<file path="config.mk">
export PLATFORM = sky130hd
export DESIGN_NAME = header_field_covert_deframer_core
export DESIGN_NICKNAME = d
export VERILOG_FILES = /design/src/hdl/hfcd_pkg.sv /design/src/hdl/hfcd_decoder.sv /design/src/hdl/header_field_covert_deframer_core.sv
export SDC_FILE = /design/constraint.sdc
export NUM_CORES = 1
export LEC_CHECK = 0
export ABC_CLOCK_PERIOD_IN_PS = 5800
export BUFFER_PORTS_ARGS = -buffer_cell sky130_fd_sc_hd__buf_2
export CORE_UTILIZATION = 30
export DETAILED_ROUTE_END_ITERATION = 16
export RECOVER_POWER = 100
export REMOVE_ABC_BUFFERS = 1
export SLEW_MARGIN = 20
export SYNTH_ARGS = -nofsm -noshare
export SYNTH_HDL_FRONTEND = slang
export SYNTH_SLANG_ARGS = --single-unit
</file>
<file path="constraint.sdc">
create_clock -name aclk -period 5.8 [get_ports aclk]
set_input_delay 1.16 -clock aclk [delete_from_list [all_inputs] [get_ports aclk]]
set_output_delay 1.16 -clock aclk [all_outputs]
set_load 0.1 [all_outputs]
</file>
<file path="src/hdl/hfcd_pkg.sv">
// ----------------------------------------------------------------------------
// hfcd_pkg
// Shared types, constants and codes of the header field covert deframer.
// ----------------------------------------------------------------------------
package hfcd_pkg;

    // transfer framing
    localparam int unsigned NAME_BYTES    = 16;
    localparam int unsigned CALIB_PACKETS = 10;
    localparam logic [7:0]  UDP_PROTOCOL  = 8'd17;

    // register reset values
    localparam logic        MODE_RESET         = 1'b0;
    localparam logic [15:0] COVERT_PORT_RESET  = 16'd9091;
    localparam logic [15:0] SNIFF_PORT_RESET   = 16'd9090;
    localparam logic [31:0] HOST_ADDRESS_RESET = 32'hC0A8_010B;

    // register indexes on the configuration channel
    localparam int unsigned CFG_INDEX_W = 3;
    localparam logic [CFG_INDEX_W-1:0] CFG_MODE         = 3'd0;
    localparam logic [CFG_INDEX_W-1:0] CFG_COVERT_PORT  = 3'd1;
    localparam logic [CFG_INDEX_W-1:0] CFG_SNIFF_PORT   = 3'd2;
    localparam logic [CFG_INDEX_W-1:0] CFG_HOST_ADDRESS = 3'd3;

    // mode codes
    localparam logic MODE_TOS = 1'b0;
    localparam logic MODE_TTL = 1'b1;

    // section codes of a result
    localparam logic [1:0] SEC_NAME = 2'd0;
    localparam logic [1:0] SEC_SIZE = 2'd1;
    localparam logic [1:0] SEC_DATA = 2'd2;

    // calibration counter and sum widths
    localparam int unsigned CALIB_CNT_W = 4;
    localparam int unsigned TTL_SUM_W   = 12;

    // average = (sum * CALIB_RECIP) >> RECIP_SHIFT, exact for every 12-bit sum
    localparam int unsigned RECIP_SHIFT = 24;
    localparam int unsigned RECIP_W     = 25;
    localparam int unsigned CALIB_RECIP =
        ((2 ** RECIP_SHIFT) + CALIB_PACKETS - 1) / CALIB_PACKETS;
    localparam int unsigned PROD_W      = TTL_SUM_W + RECIP_W;

    // payload widths on the stream ports
    localparam int unsigned S_TDATA_W = 72;
    localparam int unsigned M_TDATA_W = 64;
    localparam int unsigned M_TUSER_W = 2;

    // transfer phase
    typedef enum logic [3:0] {
        PH_NAME = 4'b0001,
        PH_SIZE = 4'b0010,
        PH_DATA = 4'b0100,
        PH_DONE = 4'b1000
    } phase_t;

    // one packet header
    typedef struct packed {
        logic [7:0]  time_to_live;
        logic [7:0]  service_type;
        logic [7:0]  protocol_number;
        logic [31:0] dest_address;
        logic [15:0] dest_port;
    } header_t;

    // configuration registers as seen by the decoder
    typedef struct packed {
        logic        mode;
        logic [15:0] covert_port;
        logic [15:0] sniff_port;
        logic [31:0] host_address;
    } cfg_t;

    // one decoded result with its valid flag
    typedef struct packed {
        logic        valid;
        logic [1:0]  section;
        logic [31:0] value;
        logic [31:0] byte_index;
        logic        transfer_done;
    } result_t;

endpackage

</file>
<file path="src/hdl/hfcd_decoder.sv">
// ----------------------------------------------------------------------------
// hfcd_decoder
// Holds the transfer and calibration state and decodes one header per step.
// ----------------------------------------------------------------------------
module hfcd_decoder (
    input  logic             aclk,
    input  logic             aresetn,
    input  logic             step,
    input  hfcd_pkg::cfg_t    cfg,
    input  hfcd_pkg::header_t hdr,
    output hfcd_pkg::result_t res
);
    import hfcd_pkg::*;

    phase_t                 phase_reg, phase_next;
    logic [31:0]            sc_reg, sc_next;
    logic [5:0]             bp_reg, bp_next;
    logic [31:0]            buf_reg, buf_next;
    logic [31:0]            fl_reg, fl_next;
    logic [CALIB_CNT_W-1:0] seen_reg, seen_next;
    logic [TTL_SUM_W-1:0]   sum_reg, sum_next;
    logic [7:0]             avg_reg, avg_next;
    logic                   cal_reg, cal_next;

    logic                   match;
    logic                   take;
    logic                   finish;
    logic [7:0]             byte_val;
    logic [31:0]            size_val;
    logic [31:0]            sc_inc;
    logic [31:0]            buf_set;
    logic [5:0]             bp_inc;
    logic [PROD_W-1:0]      avg_prod;

    // average by reciprocal multiplication
    assign avg_prod = PROD_W'(sum_reg) * PROD_W'(CALIB_RECIP);

    assign sc_inc  = sc_reg + 32'd1;
    assign bp_inc  = bp_reg + 6'd1;
    assign buf_set = buf_reg
                   | (32'(hdr.time_to_live > avg_reg) << bp_reg[4:0]);

    // packet filter
    assign match = (phase_reg != PH_DONE)
                && (hdr.protocol_number == UDP_PROTOCOL)
                && (hdr.dest_address == cfg.host_address)
                && ((hdr.dest_port == cfg.covert_port)
                    || (hdr.dest_port == cfg.sniff_port));

    // next state and result
    always_comb begin
        phase_next = phase_reg;
        sc_next    = sc_reg;
        bp_next    = bp_reg;
        buf_next   = buf_reg;
        fl_next    = fl_reg;
        seen_next  = seen_reg;
        sum_next   = sum_reg;
        avg_next   = avg_reg;
        cal_next   = cal_reg;
        take       = 1'b0;
        finish     = 1'b0;
        byte_val   = hdr.service_type;
        size_val   = fl_reg;
        res        = '0;

        // gather a byte, a size or a calibration sample
        if (match) begin
            if (cfg.mode == MODE_TOS) begin
                if (hdr.dest_port == cfg.covert_port) begin
                    if (phase_reg == PH_SIZE) begin
                        size_val = fl_reg
                                 | ({24'd0, hdr.service_type} << {sc_reg[1:0], 3'b000});
                        fl_next  = size_val;
                        sc_next  = sc_inc;
                        finish   = (sc_inc >= 32'd4);
                    end else begin
                        take = 1'b1;
                    end
                end
            end else if (hdr.dest_port == cfg.sniff_port) begin
                if (32'(seen_reg) < CALIB_PACKETS) begin
                    seen_next = seen_reg + CALIB_CNT_W'(1);
                    sum_next  = sum_reg + TTL_SUM_W'(hdr.time_to_live);
                end else if (!cal_reg) begin
                    avg_next = avg_prod[RECIP_SHIFT +: 8];
                    cal_next = 1'b1;
                    buf_next = '0;
                end
            end else if (cal_reg) begin
                buf_next = buf_set;
                bp_next  = bp_inc;
                if (phase_reg == PH_SIZE) begin
                    if (bp_inc >= 6'd32) begin
                        size_val = buf_set;
                        fl_next  = buf_set;
                        finish   = 1'b1;
                    end
                end else if (bp_inc >= 6'd8) begin
                    byte_val = buf_set[7:0];
                    buf_next = '0;
                    bp_next  = '0;
                    take     = 1'b1;
                end
            end
        end

        // a name or data byte is complete
        if (take) begin
            res.valid      = 1'b1;
            res.value      = {24'd0, byte_val};
            res.byte_index = sc_reg;
            sc_next        = sc_inc;
            if (phase_reg == PH_NAME) begin
                res.section = SEC_NAME;
                if (sc_inc == 32'(NAME_BYTES)) begin
                    phase_next = PH_SIZE;
                    sc_next    = '0;
                    bp_next    = '0;
                    buf_next   = '0;
                end
            end else begin
                res.section = SEC_DATA;
                if (sc_inc == fl_reg) begin
                    res.transfer_done = 1'b1;
                    phase_next        = PH_DONE;
                    sc_next           = '0;
                    bp_next           = '0;
                    buf_next          = '0;
                end
            end
        end

        // the size is complete; a zero size ends the transfer
        if (finish) begin
            res.valid   = 1'b1;
            res.section = SEC_SIZE;
            sc_next     = '0;
            bp_next     = '0;
            buf_next    = '0;
            if (size_val == 32'd0) begin
                phase_next        = PH_DONE;
                res.transfer_done = 1'b1;
            end else begin
                phase_next = PH_DATA;
                res.value  = size_val;
            end
        end

        // nothing moves without a step
        if (!step) begin
            res.valid = 1'b0;
        end
    end

    // state registers
    always_ff @(posedge aclk) begin
        if (!aresetn) begin
            phase_reg <= PH_NAME;
            sc_reg    <= '0;
            bp_reg    <= '0;
            buf_reg   <= '0;
            fl_reg    <= '0;
            seen_reg  <= '0;
            sum_reg   <= '0;
            avg_reg   <= '0;
            cal_reg   <= 1'b0;
        end else if (step) begin
            phase_reg <= phase_next;
            sc_reg    <= sc_next;
            bp_reg    <= bp_next;
            buf_reg   <= buf_next;
            fl_reg    <= fl_next;
            seen_reg  <= seen_next;
            sum_reg   <= sum_next;
            avg_reg   <= avg_next;
            cal_reg   <= cal_next;
        end
    end

endmodule

</file>
<file path="src/hdl/header_field_covert_deframer_core.sv">
// ----------------------------------------------------------------------------
// Path: a header accepted into the input register is decoded, and its result
// word is captured in the result register when that register can take it.
// Throughput: one header per cycle; a stalled result word holds the input register.
// Reset: synchronous, active low; clears the valid flags and decoder state and loads register defaults.
// ----------------------------------------------------------------------------
// header_field_covert_deframer_core
// Filters packet headers and recovers a hidden name, size and data stream.
// ----------------------------------------------------------------------------
module header_field_covert_deframer_core (
    input  logic                                 aclk,
    input  logic                                 aresetn,
    // dest_port, dest_address, protocol_number, service_type, time_to_live
    input  logic [hfcd_pkg::S_TDATA_W-1:0]       s_tdata,
    input  logic                                 s_tvalid,
    output logic                                 s_tready,
    // value, byte_index
    output logic [hfcd_pkg::M_TDATA_W-1:0]       m_tdata,
    // section
    output logic [hfcd_pkg::M_TUSER_W-1:0]       m_tuser,
    output logic                                 m_tlast,
    output logic                                 m_tvalid,
    input  logic                                 m_tready,
    input  logic                                 cfg_valid,
    output logic                                 cfg_ready,
    input  logic [hfcd_pkg::CFG_INDEX_W-1:0]     cfg_index,
    input  logic [31:0]                          cfg_data
);
    import hfcd_pkg::*;

    cfg_t        cfg_reg;
    header_t     hdr_reg;
    logic        hdr_valid_reg;
    logic        advance;
    result_t     res;
    logic        out_valid_reg;
    logic [1:0]  out_section_reg;
    logic [31:0] out_value_reg;
    logic [31:0] out_index_reg;
    logic        out_done_reg;

    // configuration writes are always taken
    assign cfg_ready = 1'b1;

    always_ff @(posedge aclk) begin
        if (!aresetn) begin
            cfg_reg.mode         <= MODE_RESET;
            cfg_reg.covert_port  <= COVERT_PORT_RESET;
            cfg_reg.sniff_port   <= SNIFF_PORT_RESET;
            cfg_reg.host_address <= HOST_ADDRESS_RESET;
        end else if (cfg_valid) begin
            case (cfg_index)
                CFG_MODE:         cfg_reg.mode         <= cfg_data[0];
                CFG_COVERT_PORT:  cfg_reg.covert_port  <= cfg_data[15:0];
                CFG_SNIFF_PORT:   cfg_reg.sniff_port   <= cfg_data[15:0];
                CFG_HOST_ADDRESS: cfg_reg.host_address <= cfg_data;
                default:          ;
            endcase
        end
    end

    // input register moves on when the result register can take its word
    assign advance  = hdr_valid_reg && (!out_valid_reg || m_tready);
    assign s_tready = !hdr_valid_reg || advance;

    always_ff @(posedge aclk) begin
        if (!aresetn) begin
            hdr_valid_reg <= 1'b0;
        end else if (s_tready) begin
            hdr_valid_reg <= s_tvalid;
        end
    end

    always_ff @(posedge aclk) begin
        if (s_tvalid && s_tready) begin
            hdr_reg <= header_t'(s_tdata);
        end
    end

    // header decode and transfer state
    hfcd_decoder u_decoder (
        .aclk    (aclk),
        .aresetn (aresetn),
        .step    (advance),
        .cfg     (cfg_reg),
        .hdr     (hdr_reg),
        .res     (res)
    );

    // result register
    always_ff @(posedge aclk) begin
        if (!aresetn) begin
            out_valid_reg <= 1'b0;
        end else if (advance) begin
            out_valid_reg <= res.valid;
        end else if (m_tready) begin
            out_valid_reg <= 1'b0;
        end
    end

    always_ff @(posedge aclk) begin
        if (advance) begin
            out_section_reg <= res.section;
            out_value_reg   <= res.value;
            out_index_reg   <= res.byte_index;
            out_done_reg    <= res.transfer_done;
        end
    end

    assign m_tvalid = out_valid_reg;
    assign m_tdata  = {out_index_reg, out_value_reg};
    assign m_tuser  = out_section_reg;
    assign m_tlast  = out_done_reg;

endmodule

</file>
Word level (Yosys, flattened, before mapping)
Cells that the tools add are included.
{ "totals": {"memories": 0, "ramBits": 0, "elab_cells": 163, "mem_bits_ro": 0, "latch_bits": 0, "ff_bits": 337, "in_bits": 112} }
{ "classes": {"add_sub_neg": 4, "shift": 2, "magnitude_cmp": 5, "n_eq_ne": 14, "n_div": 0, "muxes": 79, "n_bitwise": 5, "mul": 1, "n_reduce_logical": 28} }
{ "ops": {"columns": ["cell", "n"], "rows": [
  ["32-bit two-way mux", 31],
  ["68-bit two-way mux", 1],
  ["6-bit two-way mux", 11],
  ["32-bit == test", 2],
  ["32-bit OR", 2],
  ["8-bit two-way mux", 6],
  ["35-bit two-way mux", 1],
  ["32-bit by 1-bit adder with 32-bit output, second input constant", 1],
  ["16-bit == test", 2],
  ["32-bit by 5-bit == test with 1-bit output, second input constant", 1],
  ["32-bit by 3-bit >= comparator with 1-bit output, second input constant", 1],
  ["32-bit zero test", 1],
  ["1-bit by 5-bit << shifter with 32-bit output", 1],
  ["8-bit by 5-bit << shifter with 32-bit output", 1],
  ["12-bit by 20-bit multiplier with 31-bit output, second input constant", 1],
  ["4-bit two-way mux", 6],
  ["1-bit two-way mux", 22],
  ["5-bit AND reduction", 3],
  ["12-bit by 8-bit adder with 12-bit output", 1],
  ["3-bit nonzero test", 4],
  ["8-bit by 5-bit == test with 1-bit output, second input constant", 1],
  ["8-bit > comparator", 1],
  ["2-bit AND reduction", 4],
  ["6-bit by 1-bit adder with 6-bit output, second input constant", 1],
  ["other kinds (21)", 32]
]} }

Logic depth before layout (Yosys ltp)
{ "depth": {"word_depth": 13, "ltp_mapped": 22, "mapped_depth_nobuf": 22} }

By module
From an unflattened synthesis, not the netlist that was laid out.
{ "unflattened": {"hier_cells": 2173, "area_unflattened_um2": 20588.5} }
{ "by_module_without_submodules": {"columns": ["module", "area_per_inst_um2", "seq_area_each_um2", "n_inst", "cells_each"], "rows": [
  ["hfcd_decoder", 13709.4, 2622.5, 1, 1766],
  ["header_field_covert_deframer_core", 6879.1, 5515.3, 1, 407]
]} }

Worst setup path after synthesis
OpenSTA, ideal clock, no wires.
{ "synth_path": {"path_type": "reg-to-reg", "start": "reg u_decoder.sum_reg[4]", "end": "reg u_decoder.avg_reg[7]", "synth_period_minus_slack_ns": 5.382, "slack_ns": 0.418, "arrival_time_ns": 5.232, "stages_incl_launch_ff": 21, "t_required_ns": 5.650, "cell_sequence": "dfxtp_1 -> inv_1 -> ha_1 -> fa_1 -> inv_1 -> fa_1 -> fa_1 -> fa_1 -> ha_1 -> o21a_1 -> o21ai_0 -> nor2_1 -> a21oi_1 -> o211ai_1 -> a221o_1 -> a2111o_1 -> a31oi_1 -> o21bai_1 -> a21oi_1 -> xnor2_1 -> a211oi_1"} }
{ "synth_via": {"elab_chain_len": 1} }
{ "synth_rtl": {"columns": ["element", "line", "text"], "rows": [
  ["start: declaration", "hfcd_decoder.sv:21", "logic [TTL_SUM_W-1:0] sum_reg, sum_next;"],
  ["start signal: assignment", "hfcd_decoder.sv:175", "sum_reg <= sum_next;"],
  ["12-bit by 20-bit multiplier with 31-bit output", "hfcd_decoder.sv:36", "assign avg_prod = PROD_W'(sum_reg) * PROD_W'(CALIB_RECIP);"],
  ["end signal: assignment", "hfcd_decoder.sv:176", "avg_reg <= avg_next;"],
  ["end: declaration", "hfcd_decoder.sv:22", "logic [7:0] avg_reg, avg_next;"]
]} }
Every way passes these cells.
A chain may end at the register's enable or synchronous reset.

==> results.py <==
metrics = {
    "outcome": {
        "outcome": "finished with violations",
        "violations": "capacitance limit, slew limit",
    },
    "grt": {
        "grt_pass1_vias": 15991,
        "antenna_found_initial": 7,
        "overflow": 0,
        "grt_first_pass_wirelength_um": 93960,
        "grt_max_degree": 129,
        "grt_usage_pct": 18.28,
    },
    "timing": {
        "worst_pin_slew_ps": 2955,
        "fin_crit_ps": 5617,
        "setup_viol": 0,
        "hold_viol": 0,
        "fin_crit_sh_pct": 96.84,
        "whs_ps": 453.4,
        "fmax_mhz": 178.0,
        "setup_tns_ps": 0,
        "skew_ps": 39.66,
        "relSlewSlack_pct": -96.99,
        "report.final.slew_viol_count": 77,
    },
    "synthesis": {
        "synth_warnings": 0,
        "synth-async-reset-ratio_pct": 0,
        "synth_seq_cells": 337,
        "synth_edf_count": 139,
        "synth_cells": 2141,
        "synth-seq-area-share_pct": 41.58,
        "syn_area_per_cell_sq_um": 9.142,
        "ys_types": 85,
        "syn_area_sq_um": 19570,
        "ys.flop_type": "dfxtp_1",
    },
    "power": {
        "p_seq_share_pct": 46.6,
        "pwr-share-comb_pct": 5.4,
        "vdd_drop_max_v": 0.0002035,
        "p_int_w": 0.004155,
        "switching_share_pct": 24.44,
        "pwr-share-clk_pct": 47.9,
        "p_switching_w": 0.001344,
        "power_density_nw_per_um2": 243.2,
        "p_leak_nw": 8.804,
    },
    "die": {
        "initial_utilization_pct": 30.36,
        "io_pins": 182,
        "dieArea_sq_um": 66270,
        "row_count": 93,
        "fp.dieH_um": 257.4,
        "chipWidth_um": 257.4,
        "coreArea_sq_um": 64460,
    },
    "drt": {
        "drt_iter0_markers": 1248,
        "viasPerCell": 5.171,
        "wl_per_cell_um": 19.62,
        "routed_wl_um": 62170,
        "final_antenna_net_count": 0,
        "drt-pass1-iter-count": 5,
        "drc": 0,
        "via_count": 16388,
    },
    "clock_network": {
        "cts.sinks": 337,
        "clk_latency_ps": 600,
        "htree_levels": 2,
        "clk_path_buf_depth": 3,
        "cts_tree": "built",
        "cts_root_buffer": "clkbuf_16",
        "clk_pin_slew_ps": 60,
        "cts_buffers": 40,
    },
    "place": {
        "io_buffers": 180,
        "place_inst": 3093,
        "gp_congestion": 0.9113,
        "dp_hpwl_um": 45770,
    },
    "critical_path": {
        "cpPeakStageDelay_ps": 740,
        "cp-end-kind": "flop",
        "path_class": "flop to flop",
        "cp.required_ps": 6090,
        "path_cells": "xor2_1, nor4_1, and4_1, o2111ai_1, clkbuf_1, nor2_1, clkbuf_1, a21oi_1, a2111oi_0, and4_1, a31o_1, buf_4, o21ai_0",
        "critPathMaxFanout": 16,
        "critPathLaunchType": "flop",
        "arrival_ps": 5910,
        "critPathTopFamily": "compound AO/OA/AOI/OAI gates",
        "cpMaxStageDelayCell": "and4_1",
        "crit_buf_inv": 3,
    },
    "final_layout": {
        "syn_to_final_growth_pct": 15.51,
        "final_common_cell": "nand2_1",
        "drive_above_1_share_pct": 10.29,
        "stdcell_count": 3169,
        "nets": 2536,
        "largest_register_ffs": 72,
        "layout_common_cells": "250 x nand2_1, 198 x dfxtp_1, 192 x a21oi_1",
    },
    "min_path": {
        "min_path_type": "flop to flop",
    },
    "job": {
        "maxCapViolations": 2,
    },
}
[layer usage]
| layer | vias up | part of all wire (%) | global-route usage [%] |
|---|---|---|---|
| met5 | - | 0.11 | 0 |
| met2 | 582 | 47 | 30.38 |
| li1 | 7844 | - | - |
| met1 | 7817 | 43 | 23.30 |
| met3 | 133 | 6.5 | 3.654 |
| met4 | 12 | 3.6 | 6.870 |
[stage by stage]
stage | instance area [sq um] | setup WS [ps] | power [W] | utilization (%)
floorplan | 18990 | 320.2 | 0.002788 | -
global placement | 21390 | 189.3 | 0.002915 | 33.19
detailed placement | 21400 | 160.1 | 0.002921 | 33.19
CTS | 22770 | 135.2 | 0.005579 | 35.32
global route | 22610 | -48.49 | 0.005681 | 35.07
finish | 22610 | 183.1 | 0.005499 | 35.07
[power by group through the flow]
stage | Clock, W | Sequential [W] | Combinational (W)
after floorplan | 0 | 0.00267 | 0.000115
after global placement | 0 | 0.00261 | 0.000303
after detailed placement | 0 | 0.00261 | 0.000307
after CTS | 0.00271 | 0.00256 | 0.000307
after global routing | 0.00279 | 0.00257 | 0.000321
final | 0.00264 | 0.00256 | 0.000299
[area by class of cell]
| type | instances | area, sq um |
|---|---|---|
| fill | 6629 | 41860 |
| multi-input combinational | 1532 | 10330 |
| sequential | 337 | 8138 |
| timing repair buffer | 234 | 1181 |
| clock buffer | 54 | 1115 |
| tap | 855 | 1070 |
| inverter | 136 | 519.2 |
| clock inverter | 20 | 254.0 |
| antenna | 1 | 2.502 |
[worst register-to-register path: cells and delay by family (launching register included)]
kind,cells,cell delay (ps)
AO/OA/AOI/OAI,5,1760
AND/OR/NAND/NOR,4,1690
buffers and inverters,3,1280
flip-flops,1,430
XOR/XNOR,1,180
[logic make-up (layout without fill, tap and decap cells)]
logic type               Yosys count  count (layout)  synth area share (%)
other                              1               2               0.01916
multiplexers                      14              14                0.7223
buffers and inverters            272             444                 5.581
XOR/XNOR                         140             140                 6.265
adder cells (fa/ha/maj)          143             143                 10.87
AO/OA/AOI/OAI                    482             482                 15.33
flip-flops                       337             337                 41.58
AND/OR/NAND/NOR                  752             752                 19.64
[cells in the mapped netlist (13+ instances only)]
cell / count / share of area (%)
nand2_1: 250 / 4.8
nor4_1: 27 / 0.86
nand4_1: 42 / 1.3
clkbuf_1: 94 / 1.8
nand3_1: 61 / 1.6
xnor2_1: 87 / 3.9
inv_1: 135 / 2.6
o21ai_0: 88 / 2.3
nand2b_1: 18 / 0.58
buf_2: 26 / 0.66
edfxtp_1: 139 / 21
nor2_1: 129 / 2.5
or3_1: 30 / 0.96
a211oi_1: 36 / 1.4
a21oi_1: 194 / 5.0
a31oi_1: 18 / 0.58
and3_1: 20 / 0.64
ha_1: 98 / 6.3
a21o_1: 23 / 0.88
xor2_1: 53 / 2.4
nor2b_1: 20 / 0.64
nor3_1: 39 / 1.0
mux2i_1: 13 / 0.66
and2_1: 45 / 1.4
fa_1: 45 / 4.6
dfxtp_1: 198 / 20
o22ai_1: 15 / 0.48
[repair_timing]
item                                    in CTS  in global routing
endpoints found under the setup margin       0                  2
hold buffers                                 0                  0
setup buffers                                0                  1
gates resized for setup                      0                  5
[path summary, 6_finish.rpt]
| check | from | to | slack, ps | depth (start not counted) |
|---|---|---|---|---|
| setup reg to reg | hdr_reg[2] | out_value_reg[1] | 180 | 13 |
| hold reg to reg | u_decoder.seen_reg[3] | u_decoder.seen_reg[3] | 450 | 2 |
| setup / recovery | hdr_reg[2] | out_value_reg[1] | 180 | 13 |
| hold / removal | u_decoder.seen_reg[3] | u_decoder.seen_reg[3] | 450 | 2 |
No activity file was read; power rests on OpenSTA's default activity.
